## config.mk

```make
export PLATFORM = sky130hd
export DESIGN_NAME = sawbc_div
export DESIGN_NICKNAME = d
export VERILOG_FILES = /design/src/rtl/core/sawbc_pkg.sv /design/src/rtl/core/sawbc_div.sv
export SDC_FILE = /design/constraint.sdc
export NUM_CORES = 1
export LEC_CHECK = 0
export BUFFER_PORTS_ARGS = -buffer_cell sky130_fd_sc_hd__buf_2
export CAP_MARGIN = 20
export CORE_UTILIZATION = 50
export DETAILED_ROUTE_END_ITERATION = 8
export GPL_TIMING_DRIVEN = 0
export HOLD_SLACK_MARGIN = 0.03
export PLACE_DENSITY = 0.71
export REMOVE_ABC_BUFFERS = 1
export SYNTH_ARGS = -nofsm -noshare
export SYNTH_HDL_FRONTEND = slang
export SYNTH_SLANG_ARGS = --single-unit
```

## constraint.sdc

```tcl
create_clock -name aclk -period 26 [get_ports aclk]
set_clock_uncertainty 0.05 [all_clocks]
set_input_delay 3.9 -clock aclk [delete_from_list [all_inputs] [get_ports aclk]]
set_output_delay 3.9 -clock aclk [all_outputs]
set_load 0.02 [all_outputs]
```

## src/rtl/core/sawbc_pkg.sv

```systemverilog
// Shared types, constants and geometry helper for the set-associative cache.
// No dependencies; used by every module of the block.
`timescale 1ns / 1ps

package sawbc_pkg;

    localparam int ADDR_BITS   = 16;
    localparam int MEM_BYTES   = 65536;
    localparam int CACHE_BYTES = 4096;
    localparam int MAX_WAYS    = 8;
    localparam int MAX_SETS_L2 = 10;
    localparam int MIN_BLK_L2  = 2;
    localparam int SLOTS       = CACHE_BYTES / 4;
    localparam int SLOT_BITS   = $clog2(SLOTS);
    localparam int LINE_BITS   = $clog2(CACHE_BYTES);
    localparam int WAY_BITS    = $clog2(MAX_WAYS);
    localparam int OFF_BITS    = 7;
    localparam int CNT_BITS    = 32;
    localparam int PCT_BITS    = 7;
    localparam int PCT_SCALE   = 100;

    // configuration register indexes
    typedef enum logic [1:0] {
        REG_WAYS  = 2'd0,
        REG_BLOCK = 2'd1,
        REG_SETS  = 2'd2
    } reg_idx_t;

    // effective geometry after clamping
    typedef struct packed {
        logic [3:0] ways;
        logic [2:0] blk;
        logic [3:0] sets;
    } geo_t;

    // one tag store entry
    typedef struct packed {
        logic                valid;
        logic                dirty;
        logic [15:0]         tag;
        logic [CNT_BITS-1:0] age;
    } meta_t;

    // controller to datapath commands
    typedef enum logic [3:0] {
        CMD_NONE,
        CMD_CLEAR,
        CMD_LATCH,
        CMD_SETUP,
        CMD_SCAN_RD,
        CMD_SCAN_CHK,
        CMD_DECIDE,
        CMD_WB,
        CMD_FILL,
        CMD_TCH_RD,
        CMD_TCH_WR,
        CMD_ACCESS,
        CMD_RESULT,
        CMD_LOAD_OUT
    } cmd_op_t;

    typedef struct packed {
        cmd_op_t                op;
        logic [ADDR_BITS-1:0]   idx;
    } cmd_t;

    // datapath status back to the controller
    typedef struct packed {
        logic hit;
        logic victim_wb;
    } sts_t;

    // clamp the registers and shrink the set count until the cache fits
    function automatic geo_t geo_settle(logic [3:0] wc, logic [2:0] bl, logic [3:0] sc);
        geo_t        g;
        logic [3:0]  w;
        logic [2:0]  b;
        logic [3:0]  s;
        logic [20:0] need;
        w = (wc == 4'd0) ? 4'd1 : ((wc > 4'(MAX_WAYS)) ? 4'(MAX_WAYS) : wc);
        b = (bl < 3'(MIN_BLK_L2)) ? 3'(MIN_BLK_L2) : bl;
        s = (sc > 4'(MAX_SETS_L2)) ? 4'(MAX_SETS_L2) : sc;
        g.ways = w;
        g.blk  = b;
        g.sets = 4'd0;
        for (int k = 1; k <= MAX_SETS_L2; k++) begin
            need = 21'(w) << (k + int'(b));
            if (k <= int'(s) && need <= 21'(CACHE_BYTES)) begin
                g.sets = 4'(k);
            end
        end
        return g;
    endfunction

endpackage

```

## src/rtl/core/sawbc_div.sv

```systemverilog
// Bit-serial divider for the miss percentage, one quotient bit a cycle.
// Depends on sawbc_pkg.
`timescale 1ns / 1ps

module sawbc_div (
    input  logic                               aclk,
    input  logic                               aresetn,
    input  logic                               start,
    input  logic [sawbc_pkg::CNT_BITS-1:0]     miss_cnt,
    input  logic [sawbc_pkg::CNT_BITS:0]       total,
    output logic                               done,
    output logic [sawbc_pkg::PCT_BITS-1:0]     quotient
);

    localparam int REM_BITS = sawbc_pkg::CNT_BITS + sawbc_pkg::PCT_BITS;

    logic [REM_BITS-1:0]              rem_reg;
    logic [sawbc_pkg::CNT_BITS:0]     dvs_reg;
    logic [sawbc_pkg::PCT_BITS-1:0]   q_reg;
    logic [2:0]                       step_reg;
    logic                             busy_reg;
    logic                             done_reg;
    logic [REM_BITS:0]                shifted;

    assign shifted  = (REM_BITS + 1)'(dvs_reg) << step_reg;
    assign done     = done_reg;
    assign quotient = q_reg;

    // restoring division from the top quotient bit down
    always_ff @(posedge aclk) begin
        if (!aresetn) begin
            busy_reg <= 1'b0;
            done_reg <= 1'b0;
        end else begin
            done_reg <= 1'b0;
            if (start) begin
                rem_reg  <= REM_BITS'(miss_cnt) * REM_BITS'(sawbc_pkg::PCT_SCALE);
                dvs_reg  <= total;
                q_reg    <= '0;
                step_reg <= 3'(sawbc_pkg::PCT_BITS - 1);
                busy_reg <= 1'b1;
            end else if (busy_reg) begin
                if ({1'b0, rem_reg} >= shifted) begin
                    rem_reg        <= REM_BITS'({1'b0, rem_reg} - shifted);
                    q_reg[step_reg] <= 1'b1;
                end
                if (step_reg == 3'd0) begin
                    busy_reg <= 1'b0;
                    done_reg <= 1'b1;
                end else begin
                    step_reg <= step_reg - 3'd1;
                end
            end
        end
    end

endmodule

```

==> impl_results.md, run 1 <==
- Status: complete, no violations
- Capturing point of the worst reg2reg path: rem_reg[19]
- Top cells by count, synth: 146 x inv_1, 141 x ha_1, 82 x edfxtp_1
- Row cnt: 51
- Seq/Total Area, Yosys: 0.2536
- Hold Buf Count CTS: 0
- WL/cell: roughly 16 um
- Synth top area share: 0.2495
- IO Pins: 76
- Vias per std cell: ~5.7
- Worst Hold Margin: roughly 0.42 ns
- Final cell count without fillers: 1,370
- Internal: 0.4389 mW
- Total track usage: 0.2189
- Fin util: 0.5610
- Sequential share of power: 0.254
- P per Cell Area: a little under 70 mW/mm^2
- Port bufs: 75
- Total negative slack: 0 ns
- Fin crit share: 0.2925
- Worst hold stages: 2
- CTS tree: built
- Post-CTS resize count: 0
- Sink Count: 84
- Nets: between 1,000 and 1,500
- CTS Buf Count: 9
- Leakage: 5.053 nW
- Routed vias: just under 8,000
- Min-Delay Path Class: reg -> reg
- Synth area leader: edfxtp_1
- Drt pass-1 iters: 5
- Worst Hold End: done
- Register-to-Register Path Depth: 17
- Clock power share: 0.168
- Die W: ~140 um
- Initial DRC count: around 470
- Avg Cell Area, Syn: between 9 and 10 sq um
- Number of synthesized flops with an enable pin: a little over 80
- Total global routing overflow: 0
- Htree depth: 3
- Slew headroom: 0.4231
- CP Capture Type: register
- Distinct cell type count after synthesis: 69
- Area delta synth->final: 10.27%
- Critical-path maximum fanout: 5
- Top cells by area, synth: edfxtp_1 25%, ha_1 18%, mux4_2 6.4%
- Clock latency on the worst-skew pair: around 0.35 ns
- Logic gate share of total power: 0.577
- Setup slack, reg-to-reg: 20.76 ns
- Pre-CTS setup slack: roughly 18 ns
- Fin crit period: ~7.6 ns
- Async S/R FF share, synth: 0
- Final setup margin: 18.40 ns
- Reg-to-Reg Start: step_reg[0]
- # diodes: 0
- Unrepaired setup endpoints after global routing: false
- Root Driver: clkbuf_16
- Worst-path clk slew: around 0.06 ns
- Synth Flop Type: edfxtp_1
- Share of post-route cells with drive strength above 1: 0.1339
- Hold Path Origin: busy_reg
- Most frequent cell after synthesis: inv_1
- Gp weighted congestion: about 0.89
- Global-route wire length before repair: 35,580 um
- Seq cells post-synth: 84
- ANT nets after route: 0
- Synth Cell Area: 0.009868 sq mm
- Cells after DPL: between 1,000 and 1,500
- Switching Share: 0.4130
- DP Wirelength: approximately 17,000 um
- Largest net degree at the start of global routing: 91
- Vias in the first global route: approximately 7,500
- Peak Freq: about 130 MHz
- WL final: between 20,000 and 25,000 um
- Final Hold Fails: 0
- Max Cap Viol: 0
- Die area: a little over 0.02 sq mm
- Max VDD drop: 34.83 uV
- Initial antenna violation count: 0
- Switching Power: roughly 0.31 mW
- Fin. max-slew vios: 0
- Initial Util: 0.5087
- Worst Path Arrival: around 7.6 ns
- Setup bufs post-CTS: 0
- Synth Instances: between 1,000 and 1,500
- CORE AREA: 0.01940 sq mm
- Synth Warn #: 0
- Die height: approximately 140 um
- Setup-failing EPs final: 0
- Largest register FFs: 39
- Setup Crit Path Kind: in -> reg
- DRC violations left: 0
- WP data required: 26.01 ns
- Worst-Margin Slew: just under 0.9 ns
- CTS Buffer Depth: 2
- Crit start category: input pin
## logic make-up (layout without fill, tap and decap cells)
kind of cell / Yosys count / in the layout / synth area share
adders and majority gates: 169 / 169 / 0.2356
and+or+nand+nor: 212 / 212 / 0.1021
xor gates and xnor gates: 64 / 64 / 0.05680
buffers and inverters: 185 / 249 / 0.07050
DFF: 84 / 84 / 0.2536
AOI/OAI and AO/OA: 259 / 259 / 0.1767
muxes: 68 / 68 / 0.1047
## cells in the final DEF (no fill, tap or decap), types with 5 or more instances in the layout
cell type / n
a211oi_1: 15
a21o_1: 34
a21oi_1: 75
a31oi_1: 11
and3_1: 14
and4_1: 5
buf_2: 76
buf_4: 6
clkbuf_16: 9
edfxtp_1: 82
fa_1: 28
ha_1: 141
inv_1: 146
mux2i_1: 38
mux4_2: 28
nand2_1: 65
nand2b_1: 9
nand3_1: 15
nand4_1: 7
nor2_1: 55
nor2b_1: 9
nor3_1: 16
o211ai_1: 6
o21a_1: 8
o21ai_0: 56
o21bai_1: 6
xnor2_1: 36
xor2_1: 28
## final cells by class
class                      count  area (sq um)
clock buffer                  10         229.0
clock inverter                 6         55.05
fill                        1761          8517
inverter                     147         551.8
multi-input combinational    772          6676
sequential                    84          2502
tap                          265         331.6
timing repair buffer          86         535.5
## through the flow
stage | total power, mW | cell area (sq um)
2_1_floorplan | 0.5255 | 9724
3_3_place_gp | 0.6113 | 10430
3_5_place_dp | 0.6173 | 10600
4_1_cts | 0.7454 | 10880
5_1_grt | 0.8085 | 10880
6_report | 0.7476 | 10880
## routing by layer
layer | share of wire | GRT usage | vias up
met2 | 0.44 | 0.3493 | 232
met3 | 0.049 | 0.01413 | 28
li1 | - | - | 3906
met1 | 0.49 | 0.3185 | 3630
met5 | 0 | 0 | -
met4 | 0.017 | 0.06395 | 0
## critical path, stage by stage
cell and delay [ns]:
buf_2 0.13, ha_1 0.30, ha_1 0.27, inv_1 0.05
fa_1 0.49, inv_1 0.04, ha_1 0.35, a21o_1 0.21
a221oi_2 0.36, o31ai_4 0.17, a31oi_4 0.26, nor2_1 0.07
o41ai_2 0.40, o21ai_0 0.20, xnor2_1 0.28, mux2i_1 0.12
## worst max-delay path by stage
stage	start	endpoint	cells past startpoint
floorplan	start	quotient[0]	2
global placement	start	rem_reg[13]	3
detailed placement	miss_cnt[6]	rem_reg[38]	16
CTS	miss_cnt[6]	rem_reg[38]	16
global route	miss_cnt[3]	rem_reg[38]	16
finish	miss_cnt[8]	rem_reg[38]	16
## power by group through the flow
stage	Combinational, mW	Sequential (mW)	Clock (mW)
after floorplan	0.333	0.193	0
after global placement	0.414	0.197	0
after detailed placement	0.425	0.192	0
after CTS	0.429	0.190	0.126
after global routing	0.486	0.192	0.131
final	0.432	0.190	0.126
Power figures use the tool's default switching activity.
==> run 2, diff against run 1 <==
--- a/config.mk
+++ b/config.mk
@@ -5,6 +5,7 @@
 export SDC_FILE = /design/constraint.sdc
 export NUM_CORES = 1
 export LEC_CHECK = 0
+export ABC_AREA = 1
 export BUFFER_PORTS_ARGS = -buffer_cell sky130_fd_sc_hd__buf_2
 export CAP_MARGIN = 20
 export CORE_UTILIZATION = 50
==> constraint.sdc (replaced) <==
create_clock -name aclk -period 7.4 [get_ports aclk]
set_clock_uncertainty 0.05 [all_clocks]
set_input_delay 1.11 -clock aclk [delete_from_list [all_inputs] [get_ports aclk]]
set_output_delay 1.11 -clock aclk [all_outputs]
set_load 0.02 [all_outputs]
==> run 2 against run 1 <==
Critical path depth is 3 lower. Power grew to 3.7 times the previous value. Wire length is 31% higher. Sequential share of layout area is 2.5 points lower. Via count is 38% higher. Global-route usage is 2.9 points higher. Register-to-register slack worse by 18 ns. Core utilization is 0.36 points lower. First-iteration DRC count is 49% higher. Largest cell class unchanged.
==> impl_results.md, run 2 <==
- Status: complete, no violations
- Area delta synth->final: 8.671%
- Logic gate share of total power: 0.606
- Seq cells post-synth: 84
- Reg-to-Reg Start: step_reg[2]
- Gp weighted congestion: ~0.89
- Most frequent cell after synthesis: nand2_1
- Total power draw: around 2.8 mW
- CTS tree: built
- Setup slack, reg-to-reg: 2.35 ns
- WP data required: roughly 7.4 ns
- Die height: around 150 um
- Synth top area share: 0.2193
- Die W: around 150 um
- Leakage: 6.764 nW
- CORE AREA: 0.02189 sq mm
- Worst hold stages: 2
- Hold Path Origin: busy_reg
- Setup bufs post-CTS: 0
- Design area: 0.01220 sq mm
- Htree depth: 3
- Worst-path clk slew: around 0.070 ns
- Total global routing overflow: 0
- Global-route wire length before repair: approximately 47,000 um
- Max Cap Viol: 0
- Synth Instances: 1,750
- Post-CTS resize count: 0
- Synth Cell Area: around 0.011 sq mm
- Top cells by area, synth: edfxtp_1 22%, nand2_1 20%, ha_1 16%
- Distinct cell type count after synthesis: 33
- Synth Flop Type: edfxtp_1
- Largest net degree at the start of global routing: 55
- Hold Buf Count CTS: 0
- Worst Path Arrival: 5.05 ns
- Switching Power: roughly 1.4 mW
- Worst-Margin Slew: 1.153 ns
- Dpl cell area: 0.01190 sq mm
- Total track usage: 0.2476
- Critical-path maximum fanout: 37
- Routed vias: approximately 11,000
- Vias in the first global route: 10,210
- Min-Delay Path Class: reg -> reg
- Setup-failing EPs final: 0
- IO Pins: between 70 and 80
- Top cells by count, synth: 586 x nand2_1, 348 x inv_1, 141 x ha_1
- Sequential share of power: 0.238
- Max VDD drop: roughly 130 uV
- Register area: ~0.0025 sq mm
- Final Hold Fails: 0
- Drt pass-1 iters: 6
- Switching Share: 0.4869
- Setup Crit Path Kind: reg -> reg
- Fin. max-slew vios: 0
- # diodes: 0
- Capturing point of the worst reg2reg path: rem_reg[13]
- Internal: between 1 and 1.5 mW
- Slew headroom: 0.2314
- Number of synthesized flops with an enable pin: 82
- Initial Util: 0.5129
- Clock power share: 0.157
- Sink Count: 84
- DRC violations left: 0
- Avg Cell Area, Syn: around 6.4 sq um
- P per Cell Area: between 200 and 250 mW/mm^2
- # fillers: 2,254
- Peak Freq: 198.0 MHz
- Register-to-Register Path Depth: 13
- Crit start category: register
- Initial DRC count: 704
- CTS Buffer Depth: 2
- Multi-input gate area: around 0.0073 sq mm
- Seq/Total Area, Yosys: 0.2229
- WL/cell: roughly 13 um
- Worst Hold Margin: between 0.4 and 0.5 ns
- WL final: around 28,000 um
- Port bufs: 75
- Synth area leader: edfxtp_1
- Share of post-route cells with drive strength above 1: 0.07548
- Synth Warn #: 0
- Fin crit period: 5.051 ns
- Initial antenna violation count: 0
- Unrepaired setup endpoints after global routing: false
- Fin crit share: 0.6826
- CP Capture Type: register
- Nets: about 2,000
- Worst Hold End: done
- Total negative slack: 0 ns
- Most frequent cells in the layout: 585 x nand2_1, 348 x inv_1, 141 x ha_1, 126 x nor2_1, 110 x o21ai_0
- Row cnt: 54
- CTS Buf Count: 9
- Largest register FFs: 39
- Commonest non-fill, non-tap cell in the layout: nand2_1
- Clock latency on the worst-skew pair: approximately 0.35 ns
- DP Wirelength: about 23,000 um
- ANT nets after route: 0
- Vias per std cell: 5.126
- Async S/R FF share, synth: 0
- Die area: approximately 0.023 sq mm
- Root Driver: clkbuf_16
==> run 2: worst max-delay path by stage <==
stage	endpoint	from	slack (ns)	cells past startpoint
2_1_floorplan	quotient[0]	step_reg[0]	2.94	17
3_3_place_gp	rem_reg[5]	step_reg[0]	1.38	17
3_5_place_dp	rem_reg[5]	step_reg[0]	2.32	16
4_1_cts	rem_reg[11]	step_reg[0]	2.27	18
5_1_grt	rem_reg[13]	step_reg[2]	1.88	14
6_report	rem_reg[13]	step_reg[2]	2.35	13
==> run 2: layout make-up <==
| type | count | area share |
|---|---|---|
| clock buffers | 9 | 0.01846 |
| clock inverters | 7 | 0.004102 |
| inverters | 350 | 0.1077 |
| multi-input cells | 1286 | 0.5968 |
| flip-flops and latches | 84 | 0.2051 |
| well taps | 280 | 0.02871 |
| repair buffers | 79 | 0.03918 |
==> run 2: kinds of logic after synthesis <==
logic type,Yosys count,synth area share
AO/OA/AOI/OAI,209,0.09830
XOR/XNOR,13,0.01014
adder cells (fa/ha/maj),169,0.2071
buffers and inverters,380,0.1288
flip-flops,84,0.2229
multiplexers,6,0.005350
AND/OR/NAND/NOR,889,0.3274
==> run 2: critical path, stage by stage (launching register included) <==
cell and delay, ns:
edfxtp_1 1.01, clkinv_1 0.97, nor2_1 0.28, inv_1 0.11, o22ai_1 0.18, inv_1 0.10, ha_1 0.37, nand2_1 0.15
nor3_1 0.38, nand4_1 0.14, nand4_1 0.13, nand2_1 0.07, nand2_2 0.51, buf_12 0.27
==> run 2: power by group through the flow <==
| stage | Combinational [mW] | Clock [mW] | Sequential (mW) |
|---|---|---|---|
| floorplan | 1.25 | 0 | 0.661 |
| global placement | 1.62 | 0 | 0.672 |
| detailed placement | 1.66 | 0 | 0.671 |
| CTS | 1.67 | 0.438 | 0.662 |
| global route | 1.93 | 0.459 | 0.666 |
| finish | 1.68 | 0.436 | 0.660 |
==> run 2: routing by layer <==
metal,vias to the layer above,part of all wire,track usage
met5,-,0,0
met4,0,0.023,0.07524
li1,5631,-,-
met3,42,0.047,0.02539
met1,4795,0.47,0.3298
met2,272,0.46,0.4221
==> run 2: stage by stage <==
stage	instances	worst slack (ns)	utilization
detailed placement	2078	2.321	0.5435
finish	2095	2.349	0.5573
global route	2095	1.885	0.5573
global placement	2075	1.385	0.5400
floorplan	1720	2.944	-
CTS	2094	2.270	0.5561
