--- config.mk ---
export PLATFORM = sky130hd
export DESIGN_NAME = sawbc_ctrl
export DESIGN_NICKNAME = d
export VERILOG_FILES = /design/src/rtl/core/sawbc_pkg.sv /design/src/rtl/core/sawbc_ctrl.sv
export SDC_FILE = /design/constraint.sdc
export NUM_CORES = 1
export LEC_CHECK = 0
export ABC_AREA = 1
export BUFFER_PORTS_ARGS = -buffer_cell sky130_fd_sc_hd__buf_2
export CORE_ASPECT_RATIO = 0.9
export CORE_UTILIZATION = 49
export DETAILED_ROUTE_END_ITERATION = 8
export PLACE_DENSITY_LB_ADDON = 0.25
export SYNTH_ARGS = -nofsm -noshare
export SYNTH_HDL_FRONTEND = slang
export SYNTH_SLANG_ARGS = --single-unit
--- constraint.sdc ---
create_clock -name aclk -period 1.75 [get_ports aclk]
set_clock_uncertainty 0.05 [all_clocks]
set_input_delay 0.0875 -clock aclk [delete_from_list [all_inputs] [get_ports aclk]]
set_output_delay 0.0875 -clock aclk [all_outputs]
set_load 0.01 [all_outputs]
--- src/rtl/core/sawbc_pkg.sv ---
// Shared types, constants and geometry helper for the set-associative cache.
// No dependencies; used by every module of the block.
`timescale 1ns / 1ps

package sawbc_pkg;

    localparam int ADDR_BITS   = 16;
    localparam int MEM_BYTES   = 65536;
    localparam int CACHE_BYTES = 4096;
    localparam int MAX_WAYS    = 8;
    localparam int MAX_SETS_L2 = 10;
    localparam int MIN_BLK_L2  = 2;
    localparam int SLOTS       = CACHE_BYTES / 4;
    localparam int SLOT_BITS   = $clog2(SLOTS);
    localparam int LINE_BITS   = $clog2(CACHE_BYTES);
    localparam int WAY_BITS    = $clog2(MAX_WAYS);
    localparam int OFF_BITS    = 7;
    localparam int CNT_BITS    = 32;
    localparam int PCT_BITS    = 7;
    localparam int PCT_SCALE   = 100;

    // configuration register indexes
    typedef enum logic [1:0] {
        REG_WAYS  = 2'd0,
        REG_BLOCK = 2'd1,
        REG_SETS  = 2'd2
    } reg_idx_t;

    // effective geometry after clamping
    typedef struct packed {
        logic [3:0] ways;
        logic [2:0] blk;
        logic [3:0] sets;
    } geo_t;

    // one tag store entry
    typedef struct packed {
        logic                valid;
        logic                dirty;
        logic [15:0]         tag;
        logic [CNT_BITS-1:0] age;
    } meta_t;

    // controller to datapath commands
    typedef enum logic [3:0] {
        CMD_NONE,
        CMD_CLEAR,
        CMD_LATCH,
        CMD_SETUP,
        CMD_SCAN_RD,
        CMD_SCAN_CHK,
        CMD_DECIDE,
        CMD_WB,
        CMD_FILL,
        CMD_TCH_RD,
        CMD_TCH_WR,
        CMD_ACCESS,
        CMD_RESULT,
        CMD_LOAD_OUT
    } cmd_op_t;

    typedef struct packed {
        cmd_op_t                op;
        logic [ADDR_BITS-1:0]   idx;
    } cmd_t;

    // datapath status back to the controller
    typedef struct packed {
        logic hit;
        logic victim_wb;
    } sts_t;

    // clamp the registers and shrink the set count until the cache fits
    function automatic geo_t geo_settle(logic [3:0] wc, logic [2:0] bl, logic [3:0] sc);
        geo_t        g;
        logic [3:0]  w;
        logic [2:0]  b;
        logic [3:0]  s;
        logic [20:0] need;
        w = (wc == 4'd0) ? 4'd1 : ((wc > 4'(MAX_WAYS)) ? 4'(MAX_WAYS) : wc);
        b = (bl < 3'(MIN_BLK_L2)) ? 3'(MIN_BLK_L2) : bl;
        s = (sc > 4'(MAX_SETS_L2)) ? 4'(MAX_SETS_L2) : sc;
        g.ways = w;
        g.blk  = b;
        g.sets = 4'd0;
        for (int k = 1; k <= MAX_SETS_L2; k++) begin
            need = 21'(w) << (k + int'(b));
            if (k <= int'(s) && need <= 21'(CACHE_BYTES)) begin
                g.sets = 4'(k);
            end
        end
        return g;
    endfunction

endpackage

--- src/rtl/core/sawbc_ctrl.sv ---
// Controller: sequences clearing, way search, write-back, fill, aging and result.
// Depends on sawbc_pkg; drives sawbc_dpath through command and status structs.
`timescale 1ns / 1ps

module sawbc_ctrl (
    input  logic                aclk,
    input  logic                aresetn,
    input  sawbc_pkg::geo_t     geo,
    input  logic                s_tvalid,
    output logic                s_tready,
    output logic                m_tvalid,
    input  logic                m_tready,
    input  sawbc_pkg::sts_t     sts,
    input  logic                div_done,
    output sawbc_pkg::cmd_t     cmd
);

    typedef enum logic [3:0] {
        ST_CLEAR,
        ST_IDLE,
        ST_SETUP,
        ST_SCAN_RD,
        ST_SCAN_CHK,
        ST_DECIDE,
        ST_WB,
        ST_FILL,
        ST_TCH_RD,
        ST_TCH_WR,
        ST_ACCESS,
        ST_RESULT,
        ST_DIV,
        ST_DONE
    } state_t;

    localparam int AB = sawbc_pkg::ADDR_BITS;
    localparam int WB = sawbc_pkg::WAY_BITS;
    localparam int OB = sawbc_pkg::OFF_BITS;

    state_t        state_reg, state_next;
    logic [AB-1:0] cnt_reg, cnt_next;
    logic          m_tvalid_reg, m_tvalid_next;
    logic [WB-1:0] ways_last;
    logic [OB-1:0] block_last;
    logic          out_free;

    assign ways_last  = WB'(geo.ways - 4'd1);
    assign block_last = OB'((8'd1 << geo.blk) - 8'd1);
    assign out_free   = !m_tvalid_reg || m_tready;
    assign s_tready   = (state_reg == ST_IDLE);
    assign m_tvalid   = m_tvalid_reg;

    // next state and command decode
    always_comb begin
        state_next    = state_reg;
        cnt_next      = cnt_reg;
        m_tvalid_next = m_tvalid_reg && !m_tready;
        cmd.op        = sawbc_pkg::CMD_NONE;
        cmd.idx       = cnt_reg;
        unique case (state_reg)
            ST_CLEAR: begin
                cmd.op   = sawbc_pkg::CMD_CLEAR;
                cnt_next = cnt_reg + AB'(1);
                if (cnt_reg == '1) state_next = ST_IDLE;
            end
            ST_IDLE: begin
                if (s_tvalid) begin
                    cmd.op     = sawbc_pkg::CMD_LATCH;
                    state_next = ST_SETUP;
                end
            end
            ST_SETUP: begin
                cmd.op     = sawbc_pkg::CMD_SETUP;
                cnt_next   = '0;
                state_next = ST_SCAN_RD;
            end
            ST_SCAN_RD: begin
                cmd.op     = sawbc_pkg::CMD_SCAN_RD;
                state_next = ST_SCAN_CHK;
            end
            ST_SCAN_CHK: begin
                cmd.op = sawbc_pkg::CMD_SCAN_CHK;
                if (cnt_reg[WB-1:0] == ways_last) begin
                    state_next = ST_DECIDE;
                end else begin
                    cnt_next   = cnt_reg + AB'(1);
                    state_next = ST_SCAN_RD;
                end
            end
            ST_DECIDE: begin
                cmd.op   = sawbc_pkg::CMD_DECIDE;
                cnt_next = '0;
                if (sts.hit)            state_next = ST_TCH_RD;
                else if (sts.victim_wb) state_next = ST_WB;
                else                    state_next = ST_FILL;
            end
            ST_WB: begin
                cmd.op   = sawbc_pkg::CMD_WB;
                cnt_next = cnt_reg + AB'(1);
                if (cnt_reg[OB-1:0] == block_last) begin
                    cnt_next   = '0;
                    state_next = ST_FILL;
                end
            end
            ST_FILL: begin
                cmd.op   = sawbc_pkg::CMD_FILL;
                cnt_next = cnt_reg + AB'(1);
                if (cnt_reg[OB-1:0] == block_last) begin
                    cnt_next   = '0;
                    state_next = ST_TCH_RD;
                end
            end
            ST_TCH_RD: begin
                cmd.op     = sawbc_pkg::CMD_TCH_RD;
                state_next = ST_TCH_WR;
            end
            ST_TCH_WR: begin
                cmd.op = sawbc_pkg::CMD_TCH_WR;
                if (cnt_reg[WB-1:0] == ways_last) begin
                    state_next = ST_ACCESS;
                end else begin
                    cnt_next   = cnt_reg + AB'(1);
                    state_next = ST_TCH_RD;
                end
            end
            ST_ACCESS: begin
                cmd.op     = sawbc_pkg::CMD_ACCESS;
                state_next = ST_RESULT;
            end
            ST_RESULT: begin
                cmd.op     = sawbc_pkg::CMD_RESULT;
                state_next = ST_DIV;
            end
            ST_DIV: begin
                if (div_done) state_next = ST_DONE;
            end
            ST_DONE: begin
                if (out_free) begin
                    cmd.op        = sawbc_pkg::CMD_LOAD_OUT;
                    m_tvalid_next = 1'b1;
                    state_next    = ST_IDLE;
                end
            end
            default: begin
                state_next = ST_IDLE;
            end
        endcase
    end

    // state and registered outputs
    always_ff @(posedge aclk) begin
        if (!aresetn) begin
            state_reg    <= ST_CLEAR;
            cnt_reg      <= '0;
            m_tvalid_reg <= 1'b0;
        end else begin
            state_reg    <= state_next;
            cnt_reg      <= cnt_next;
            m_tvalid_reg <= m_tvalid_next;
        end
    end

    // an accepted request always goes to address setup
    a_accept_setup: assert property (@(posedge aclk) disable iff (!aresetn)
        (s_tvalid && s_tready) |=> (state_reg == ST_SETUP))
        else $error("accepted request did not enter setup");

    // the divider only finishes while the controller waits for it
    a_div_done: assert property (@(posedge aclk) disable iff (!aresetn)
        div_done |-> (state_reg == ST_DIV))
        else $error("divider finished outside the divide wait");

    // a hit skips write-back and fill
    a_hit_path: assert property (@(posedge aclk) disable iff (!aresetn)
        (state_reg == ST_DECIDE && sts.hit) |=> (state_reg == ST_TCH_RD))
        else $error("hit did not go straight to aging");

    // a new result is loaded only when the output register is free
    a_out_load: assert property (@(posedge aclk) disable iff (!aresetn)
        (cmd.op == sawbc_pkg::CMD_LOAD_OUT) |-> out_free)
        else $error("result loaded over a pending one");

endmodule
==> results.tsv, run 1 <==
metric	value	unit
status	completed	
top cells by area, synth	dfxtp_1 (24%), nand2_1 (20%), nor2_1 (11%)	
Critical Path Fanout Max	8	
crit path cell chain	ha_2 -> nand2_2 -> nor2_2 -> nand4_1 -> nor2_1 -> nor2_1 -> nor2_4 -> buf_4 -> nand3_1 -> inv_1	
critical path arrival	1.79	ns
Final Max Slew Viols	0	
CP Launch Type	register	
clock latency on the worst-skew pair	0.27	ns
commonest non-fill, non-tap cell in the layout	nand2_1	
pre-CTS WS	0.02442	ns
# nets final	385	
layout cells sized above 1	0.2775	
Slew HR	0.8137	
DRC viols	0	
starting density of the core	0.5136	
gr ovfl total	0	
Die Span Y	58.66	um
Setup Crit Path Kind	reg2reg	
post-route clock period utilization	0.9329	
Required @ worst endpoint	1.91	ns
Critical Path Most Common Cell	nor2_1	
Die ar.	3810	sq um
syn nets	325	
CP max stage delay	0.34	ns
Core ar.	3403	sq um
HP Class	in2reg	
Total Power	2536	uW
first-pass GRT wire length	6.996	mm
YS warnings	0	
synthesized area	1748	sq um
#FFs+latches synth	21	
initial antenna violation count	0	
vias in the first global route	1651	
Hold Buf Count CTS	0	
largest net degree at the start of global routing	16	
placed wire-length estimate	3.296	mm
VDD IR max	0.0007001	V
Top Ports	40	
port buffer count	34	
Routed Antenna Nets	0	
drt via density	4.912	
Setup crit end kind	register	
dpl cells	402	
Layout area overhead	26.41	%
CTS Buffer Depth	2	
# clock sinks	21	
sequential fraction of the synthesis area	0.2405	
TNS Setup	0	ns
Antenna Cells	0	
Cells after Synth	305	
Hold Fails Final Rpt	0	
most frequent cells in the layout	nand2_1 (94), nor2_1 (47), inv_1 (46)	
P_leak	0.001131	uW
# setup viols final	0	
routed length per placed instance	10.33	um
Worst-path clk slew	0.07	ns
CTS tree	built	
final std cells w/o fill	408	
Period minus WS final	1.632	ns
Die W	64.96	um
synth unique cells	29	
Slew @ Worst Pin	0.2782	ns
Initial DRC Count	196	
pwr dens	1148	nW/um^2
num rows	20	
FMAX	0.6126	GHz
max-cap violations	0	
Setup WS post-layout	0.1175	ns
root buffer cell	clkbuf_8	
GR Util All Layers	0.2379	
Num CTS Buffers	3	
Slowest-stage cell, CP	dfxtp_1	
final wirelength	4.215	mm
vias	2004	
CTS H-tree lvls	1	
top-area cell type share of the netlist area	0.2405	
routability cong.	0.9490	
syn avg cell area	5.731	sq um
dominant cell type by area after synthesis	dfxtp_1	
max reg flops	16	
TritonRoute pass-1 iters	4	
-- cell type report --
class | instances | area (sq um)
fill | 342 | 1194
sequential | 21 | 429.2
timing repair buffer | 59 | 370.4
multi-input combinational | 231 | 1124
clock buffer | 4 | 45.04
tap | 44 | 55.05
inverter | 49 | 186.4
-- through the flow --
step / hold WS, ns / instance area [sq um] / util
2_1_floorplan: 0.1582 / 1753 / -
3_3_place_gp: 0.3260 / 2116 / 0.6217
3_5_place_dp: 0.3313 / 2116 / 0.6217
4_1_cts: 0.04244 / 2166 / 0.6364
5_1_grt: 0.04533 / 2210 / 0.6493
6_report: 0.04228 / 2210 / 0.6493
-- where the power goes --
group / leakage, uW / internal [uW] / switching (uW)
clock: 0.0000228 / 163 / 159
combinational: 0.000935 / 661 / 942
sequential: 0.000172 / 541 / 69.6
-- worst max-delay path, delay by kind of cell, from the launching register on --
kind	cells	cell delay, ns
buffers and inverters	2	0.20
flip-flops	1	0.34
adder cells (fa/ha/maj)	1	0.19
AND/OR/NAND/NOR	7	0.78
-- cells in the mapped netlist --
| master | instances |
|---|---|
| nand2_1 | 95 |
| nor2_1 | 49 |
| inv_1 | 46 |
| nand3_1 | 27 |
| dfxtp_1 | 21 |
| a21oi_1 | 9 |
| nand2_2 | 8 |
| nor2_2 | 7 |
| nor3_1 | 4 |
| o21ai_0 | 4 |
| o21ai_1 | 4 |
| nand3_2 | 3 |
| nand4_1 | 3 |
| nor2_4 | 3 |
| xor2_1 | 3 |
| a21oi_2 | 2 |
| buf_6 | 2 |
| ha_1 | 2 |
| inv_2 | 2 |
| xnor2_1 | 2 |
| and2_1 | 1 |
| buf_12 | 1 |
| clkbuf_2 | 1 |
| inv_4 | 1 |
| nand2_4 | 1 |
| nand3b_1 | 1 |
| o2111ai_1 | 1 |
| o211ai_1 | 1 |
| o21ai_2 | 1 |
-- logic make-up after synthesis --
family                   synth area share
AO/OA/AOI/OAI                     0.07302
XOR/XNOR                          0.02506
adder cells (fa/ha/maj)           0.01431
buffers and inverters              0.1339
flip-flops                         0.2405
AND/OR/NAND/NOR                    0.5132
-- final timing paths --
check / startpoint / endpoint / slack [ns] / cells past startpoint
hold / removal: aresetn / state_reg[0] / 0.04 / 3
setup / recovery: cnt_reg[0] / state_reg[1] / 0.12 / 10
hold reg to reg: cnt_reg[15] / cnt_reg[15] / 0.46 / 2
setup reg to reg: cnt_reg[0] / state_reg[1] / 0.12 / 10
-- timing repair --
action                                 CTS  global route
setup endpoints to repair                1            22
cloned                                   0             0
setup buffers                            0             2
gates resized for setup                  1            12
endpoints found under the hold margin    0             0
pin swaps                                0             4
-- metal layers --
| metal | wire length, um | global-route usage | part of all wire | up-vias |
|---|---|---|---|---|
| li1 | - | - | - | 1060 |
| met1 | 2049 | 0.3314 | 0.49 | 885 |
| met2 | 1852 | 0.3705 | 0.44 | 54 |
| met3 | 250 | 0.02907 | 0.059 | 5 |
| met4 | 62 | 0.1016 | 0.015 | 0 |
| met5 | 0 | 0 | 0 | - |
No activity file was read; power rests on OpenSTA's default activity.
==> inputs of run 2 (changes only) <==
--- a/config.mk
+++ b/config.mk
@@ -5,10 +5,10 @@
 export SDC_FILE = /design/constraint.sdc
 export NUM_CORES = 1
 export LEC_CHECK = 0
-export ABC_AREA = 1
+export ABC_AREA = 0
 export BUFFER_PORTS_ARGS = -buffer_cell sky130_fd_sc_hd__buf_2
 export CORE_ASPECT_RATIO = 0.9
-export CORE_UTILIZATION = 49
+export CORE_UTILIZATION = 47
 export DETAILED_ROUTE_END_ITERATION = 8
 export PLACE_DENSITY_LB_ADDON = 0.25
 export SYNTH_ARGS = -nofsm -noshare
==> run 2 against run 1 <==
  * Combinational power is 14% lower
  * Wire length is 2.2% lower
  * Sequential power is 3.6% higher
  * Sequential share of layout area is 0.28 points higher
  * Register-to-register slack worse by 0.07 ns
  * First-iteration DRC count is 65% lower
  * Flip-flop and latch count stayed put
  * Clock-buffer cell count is 1 lower
  * Area after synthesis is 12% lower
  * Worst hold slack better by 0.15 ns
  * Cell area is 1.8% higher
  * Core utilization is 7.8 points higher
  * Critical path type unchanged
  * Critical endpoint is now state_reg[0]
  * Largest cell class unchanged
  * Largest power group unchanged
  * Highest routed layer unchanged
==> results.tsv, run 2 <==
metric	value	unit
status	completed	
area of the multi-input gates	1184	sq um
synth unique cells	47	
Routed Antenna Nets	0	
crit path cell chain	nor4_4 -> a41oi_2 -> a221oi_2 -> buf_4 -> a21oi_2 -> nand4b_1 -> o211a_1	
top-area cell type share of the netlist area	0.2729	
Top Ports	40	
Post-synth EDFFs	0	
critical path arrival	1.88	ns
VDD IR max	0.0007942	V
final wirelength	4.121	mm
CP max stage delay	0.36	ns
Cells after Synth	209	
commonest non-fill, non-tap cell in the layout	buf_4	
Setup crit end kind	register	
top cells by area, synth	dfxtp_1 (27%), xnor2_1 (8.5%), nor2_1 (7.6%)	
Worst R2R Setup Slack	0.05	ns
Buf/Inv on CP	1	
CP delay by family, top	compound AO/OA/AOI/OAI gates	
most frequent cell after synthesis	nor2_1	
placed wire-length estimate	3.019	mm
asr flop ratio synth	0	
Worst-path clk slew	0.13	ns
vias in the first global route	1483	
HP Class	in2reg	
FF-to-FF End	state_reg[0]	
post-route clock period utilization	0.9719	
Slew @ Worst Pin	0.3615	ns
CTS H-tree lvls	1	
#FFs+latches synth	21	
clock latency on the worst-skew pair	0.32	ns
Critical Path Fanout Max	4	
drt via density	5.445	
initial antenna violation count	0	
CP Launch Type	register	
Layout area overhead	45.98	%
routability cong.	0.8954	
max-cap violations	0	
port buffer count	34	
# nets final	298	
# setup viols final	0	
cells on worst reg2reg path	7	
first-pass GRT wire length	6.541	mm
Core ar.	3090	sq um
Seq. cell area	442.9	sq um
Setup Crit Path Kind	reg2reg	
largest net degree at the start of global routing	17	
max reg flops	16	
Die ar.	3510	sq um
CTS tree	built	
hold depth	4	
root buffer cell	clkbuf_4	
unrepaired setup endpoints after global routing	yes	
syn nets	229	
most frequent cells in the layout	buf_4 (41), buf_2 (34), nor2_1 (28)	
# clock sinks	21	
GR Util All Layers	0.2338	
Synth Flop Type	dfxtp_1	
Die W	62.34	um
Slew HR	0.7590	
starting density of the core	0.4984	
Slowest-stage cell, CP	dfxtp_2	
TritonRoute pass-1 iters	4	
placed cell area	2031	sq um
routed length per placed instance	12.92	um
design area	2248	sq um
pwr dens	1004	nW/um^2
DRC viols	0	
syn avg cell area	7.370	sq um
vias	1737	
Worst Hold Slack	0.1889	ns
synthesized area	1540	sq um
number of fillers in the final layout	255	
CTS Buffer Depth	2	
P_leak	0.0009257	uW
Final Max Slew Viols	0	
Hold Fails Final Rpt	0	
Initial DRC Count	68	
commonest cells in the netlist	nor2_1 (31), dfxtp_1 (21), nand2_1 (15), xnor2_1 (15), nor3_1 (13)	
sequential fraction of the synthesis area	0.2729	
Required @ worst endpoint	1.93	ns
Antenna Cells	0	
worst reg2reg startpoint	cnt_reg[5]	
Die Span Y	56.31	um
Period minus WS final	1.701	ns
Num CTS Buffers	3	
FMAX	0.5880	GHz
hold path start	m_tready	
layout cells sized above 1	0.4477	
YS warnings	0	
dominant cell type by area after synthesis	dfxtp_1	
num rows	19	
hold endpoint	m_tvalid	
gr ovfl total	0	
-- run 2: worst reg2reg max path, stage by stage (launching register included) --
cell      delay, ns
dfxtp_2        0.36
nor4_4         0.26
a41oi_2        0.06
a221oi_2       0.32
buf_4          0.17
a21oi_2        0.08
nand4b_1       0.17
o211a_1        0.14
-- run 2: cell type report --
| cell class | instances | area share |
|---|---|---|
| clock inverter | 1 | 0.002226 |
| multi-input combinational | 166 | 0.5264 |
| timing repair buffer | 77 | 0.2259 |
| sequential | 21 | 0.1970 |
| inverter | 9 | 0.01503 |
| tap | 42 | 0.02337 |
| clock buffer | 3 | 0.01002 |
-- run 2: metal layers --
metal | up-vias | global-route usage | wire length, um
met5 | - | 0 | 0
met2 | 49 | 0.3815 | 1997
met1 | 800 | 0.3174 | 1898
met4 | 0 | 0.06312 | 48
li1 | 882 | - | -
met3 | 6 | 0.04268 | 177
-- run 2: worst max-delay path by stage --
stage | slack, ns | depth (start not counted) | to | start
after global placement | -0.07 | 7 | state_reg[0] | cnt_reg[3]
after floorplan | -0.005 | 7 | cnt_reg[15] | state_reg[2]
after global routing | -0.03 | 7 | state_reg[0] | cnt_reg[5]
final | 0.05 | 7 | state_reg[0] | cnt_reg[5]
after detailed placement | -0.08 | 7 | cnt_reg[5] | cnt_reg[1]
after CTS | 0.01 | 6 | cnt_reg[15] | state_reg[3]
-- run 2: power by group --
| part | leakage (uW) | switching (uW) | internal (uW) |
|---|---|---|---|
| combinational | 0.000732 | 715 | 661 |
| sequential | 0.000176 | 89.5 | 543 |
| clock | 0.0000177 | 163 | 85.7 |
| total | 0.000926 | 967 | 1290 |
-- run 2: through the flow --
| step | setup TNS [ns] | std cells | utilization | setup slack, ns | power, uW |
|---|---|---|---|---|---|
| global placement | -0.1488 | 312 | 0.6571 | -0.07496 | 1846 |
| CTS | 0 | 317 | 0.6818 | 0.01119 | 2131 |
| global route | -0.2195 | 319 | 0.7275 | -0.02771 | 2427 |
| detailed placement | -0.2180 | 312 | 0.6571 | -0.08273 | 1852 |
| floorplan | -0.005117 | 209 | - | -0.005117 | 1357 |
| finish | 0 | 319 | 0.7275 | 0.04924 | 2257 |
-- run 2: timing repair --
item                                    CTS  global route
resized for setup                         9            31
endpoints found under the setup margin   14            22
hold buffers                              1             0
endpoints found under the hold margin     2             0
pin swaps                                 0             5
cloned                                    0             1
setup buffers                             0             1
-- run 2: cell families (layout without fill, tap and decap cells) --
kind of cell / after synthesis / in the layout / synth area share
xor gates and xnor gates: 18 / 18 / 0.1121
buffers and inverters: 23 / 90 / 0.06580
adders and majority gates: 2 / 2 / 0.01624
muxes: 3 / 3 / 0.02274
AOI/OAI and AO/OA: 38 / 38 / 0.1543
and+or+nand+nor: 104 / 105 / 0.3558
DFF: 21 / 21 / 0.2729
==> inputs of run 3 (changes only) <==
--- a/config.mk
+++ b/config.mk
@@ -7,8 +7,10 @@
 export LEC_CHECK = 0
 export ABC_AREA = 0
 export BUFFER_PORTS_ARGS = -buffer_cell sky130_fd_sc_hd__buf_2
+export CELL_PAD_IN_SITES_DETAIL_PLACEMENT = 1
+export CELL_PAD_IN_SITES_GLOBAL_PLACEMENT = 1
 export CORE_ASPECT_RATIO = 0.9
-export CORE_UTILIZATION = 47
+export CORE_UTILIZATION = 34
 export DETAILED_ROUTE_END_ITERATION = 8
 export PLACE_DENSITY_LB_ADDON = 0.25
 export SYNTH_ARGS = -nofsm -noshare
==> run 3 against run 2 <==
  * Via count increased by 6.8%
  * Clock-buffer cell count is 1 higher
  * Clock power grew 33%
  * Total power up 15%
  * Flip-flop and latch count unchanged
  * Setup slack got worse by 0.030 ns
  * Combinational power rose by 20%
  * Critical path depth increased by 1
  * Core utilization decreased by 17 points
  * Final cell count is 7.2% higher
  * Sequential power fell by 4.6%
  * Critical path type unchanged
==> results.tsv, run 3 (synthesized netlist as in run 2, its figures left out) <==
metric	value	unit
CTS Buffer Depth	2	
FMAX	0.5779	GHz
Hold Fails Final Rpt	0	
CP max stage delay	0.33	ns
clock latency on the worst-skew pair	0.26	ns
Die ar.	4803	sq um
CP Launch Type	register	
Worst Hold Slack	0.07462	ns
final std cells w/o fill	342	
final wirelength	5.723	mm
Layout area overhead	53.13	%
Gate power share	0.640	
max reg flops	16	
Num CTS Buffers	3	
Int Power	1487	uW
GR Util All Layers	0.2249	
port buffer count	34	
gr ovfl total	0	
DRC viols	0	
TritonRoute pass-1 iters	4	
Top Ports	40	
largest net degree at the start of global routing	13	
pwr dens	1100	nW/um^2
vias in the first global route	1687	
initial antenna violation count	0	
Die W	72.95	um
Core ar.	4212	sq um
Net Sw Frac	0.4271	
most frequent cells in the layout	buf_4 (42), buf_2 (34), nor2_1 (30)	
Period minus WS final	1.730	ns
drt via density	5.424	
Setup crit end kind	register	
Slew @ Worst Pin	0.3148	ns
Setup Crit Path Kind	reg2reg	
Routed Antenna Nets	0	
vias	1855	
Die Span Y	65.85	um
Total Power	2595	uW
critical path arrival	1.84	ns
# setup viols final	0	
VDD IR max	0.0004878	V
Worst-path clk slew	0.08	ns
starting density of the core	0.3657	
num rows	22	
P_leak	0.0009688	uW
Critical Path Fanout Max	5	
post-route clock period utilization	0.9888	
first-pass GRT wire length	8.369	mm
# clock sinks	21	
CTS H-tree lvls	1	
# nets final	303	
layout cells sized above 1	0.4468	
Required @ worst endpoint	1.86	ns
routed length per placed instance	16.73	um
Clk network pwr share	0.127	
dpl cells	333	
commonest non-fill, non-tap cell in the layout	buf_4	
Slew HR	0.7891	
unrepaired setup endpoints after global routing	yes	
crit path cell chain	nor4_2 -> a41oi_1 -> a221oi_2 -> buf_4 -> nand3_2 -> nand3_4 -> clkbuf_16 -> nor2_1	
Antenna Cells	0	
status	completed	
Initial DRC Count	70	
placed wire-length estimate	3.819	mm
root buffer cell	clkbuf_8	
Final Max Slew Viols	0	
Sw Pwr	1108	uW
HP Class	in2reg	
Slowest-stage cell, CP	dfxtp_2	
CTS tree	built	
Hold Buf Count CTS	0	
Sequential Power Share	0.233	
max-cap violations	0	
routability cong.	0.8826	
## run 3: cell count changes in the layout (fill, tap and decap cells not counted), sizes merged
cell / before / now
buf: 76 / 81
clkbuf: 3 / 5
dlygate4sd3: 1 / 0
clkinv: 1 / 0
## run 3: path summary, 6_finish.rpt
check | depth (start not counted) | end | slack [ns] | start
min | 2 | state_reg[3] | 0.07 | aresetn
max | 8 | cnt_reg[2] | 0.02 | cnt_reg[5]
max reg2reg | 8 | cnt_reg[2] | 0.02 | cnt_reg[5]
min reg2reg | 2 | cnt_reg[15] | 0.50 | cnt_reg[15]
## run 3: repair_timing
item                       in CTS  in global routing
buffers inserted                0                  3
pin swaps                       0                  5
cloned                          0                  2
gates resized for setup         8                 32
setup endpoints to repair      21                 22
## run 3: layout make-up
| cell class | instances | area (sq um) |
|---|---|---|
| Fill cell | 557 | 1853 |
| Sequential cell | 21 | 436.7 |
| Inverter | 9 | 33.78 |
| Multi-Input combinational cell | 166 | 1175 |
| Timing Repair Buffer | 82 | 593.1 |
| Clock buffer | 4 | 45.04 |
| Tap cell | 60 | 75.07 |
## run 3: per-layer routing
layer,up-vias,track usage,wire length [um],part of all wire
met5,-,0,0,0
met4,0,0.02941,48,0.0084
met3,4,0.03201,204,0.036
met2,43,0.3914,2896,0.51
met1,920,0.3016,2574,0.45
li1,888,-,-,-
## run 3: power by group through the flow
stage                     Sequential, uW  Combinational (uW)  Clock [uW]
after floorplan                      594                 763           0
after global placement               600                1370           0
after detailed placement             603                1400           0
after CTS                            602                1430         339
after global routing                 612                1780         360
final                                604                1660         331
## run 3: stage by stage
stage          worst slack, ns  utilization  setup TNS [ns]  cell area, sq um
2_1_floorplan        -0.005117            -       -0.005117              1564
3_3_place_gp          -0.02740       0.4988        -0.04472              2101
3_5_place_dp          -0.07728       0.4988         -0.3718              2101
4_1_cts               0.009668       0.5152               0              2170
5_1_grt               -0.07428       0.5600         -0.8381              2359
6_report               0.01967       0.5600               0              2359
## run 3: worst max-delay path, delay by kind of cell (launching register included)
kind | cells | cell delay [ns]
simple gates | 4 | 0.52
compound gates | 2 | 0.40
flops | 1 | 0.33
buf+inv | 2 | 0.33
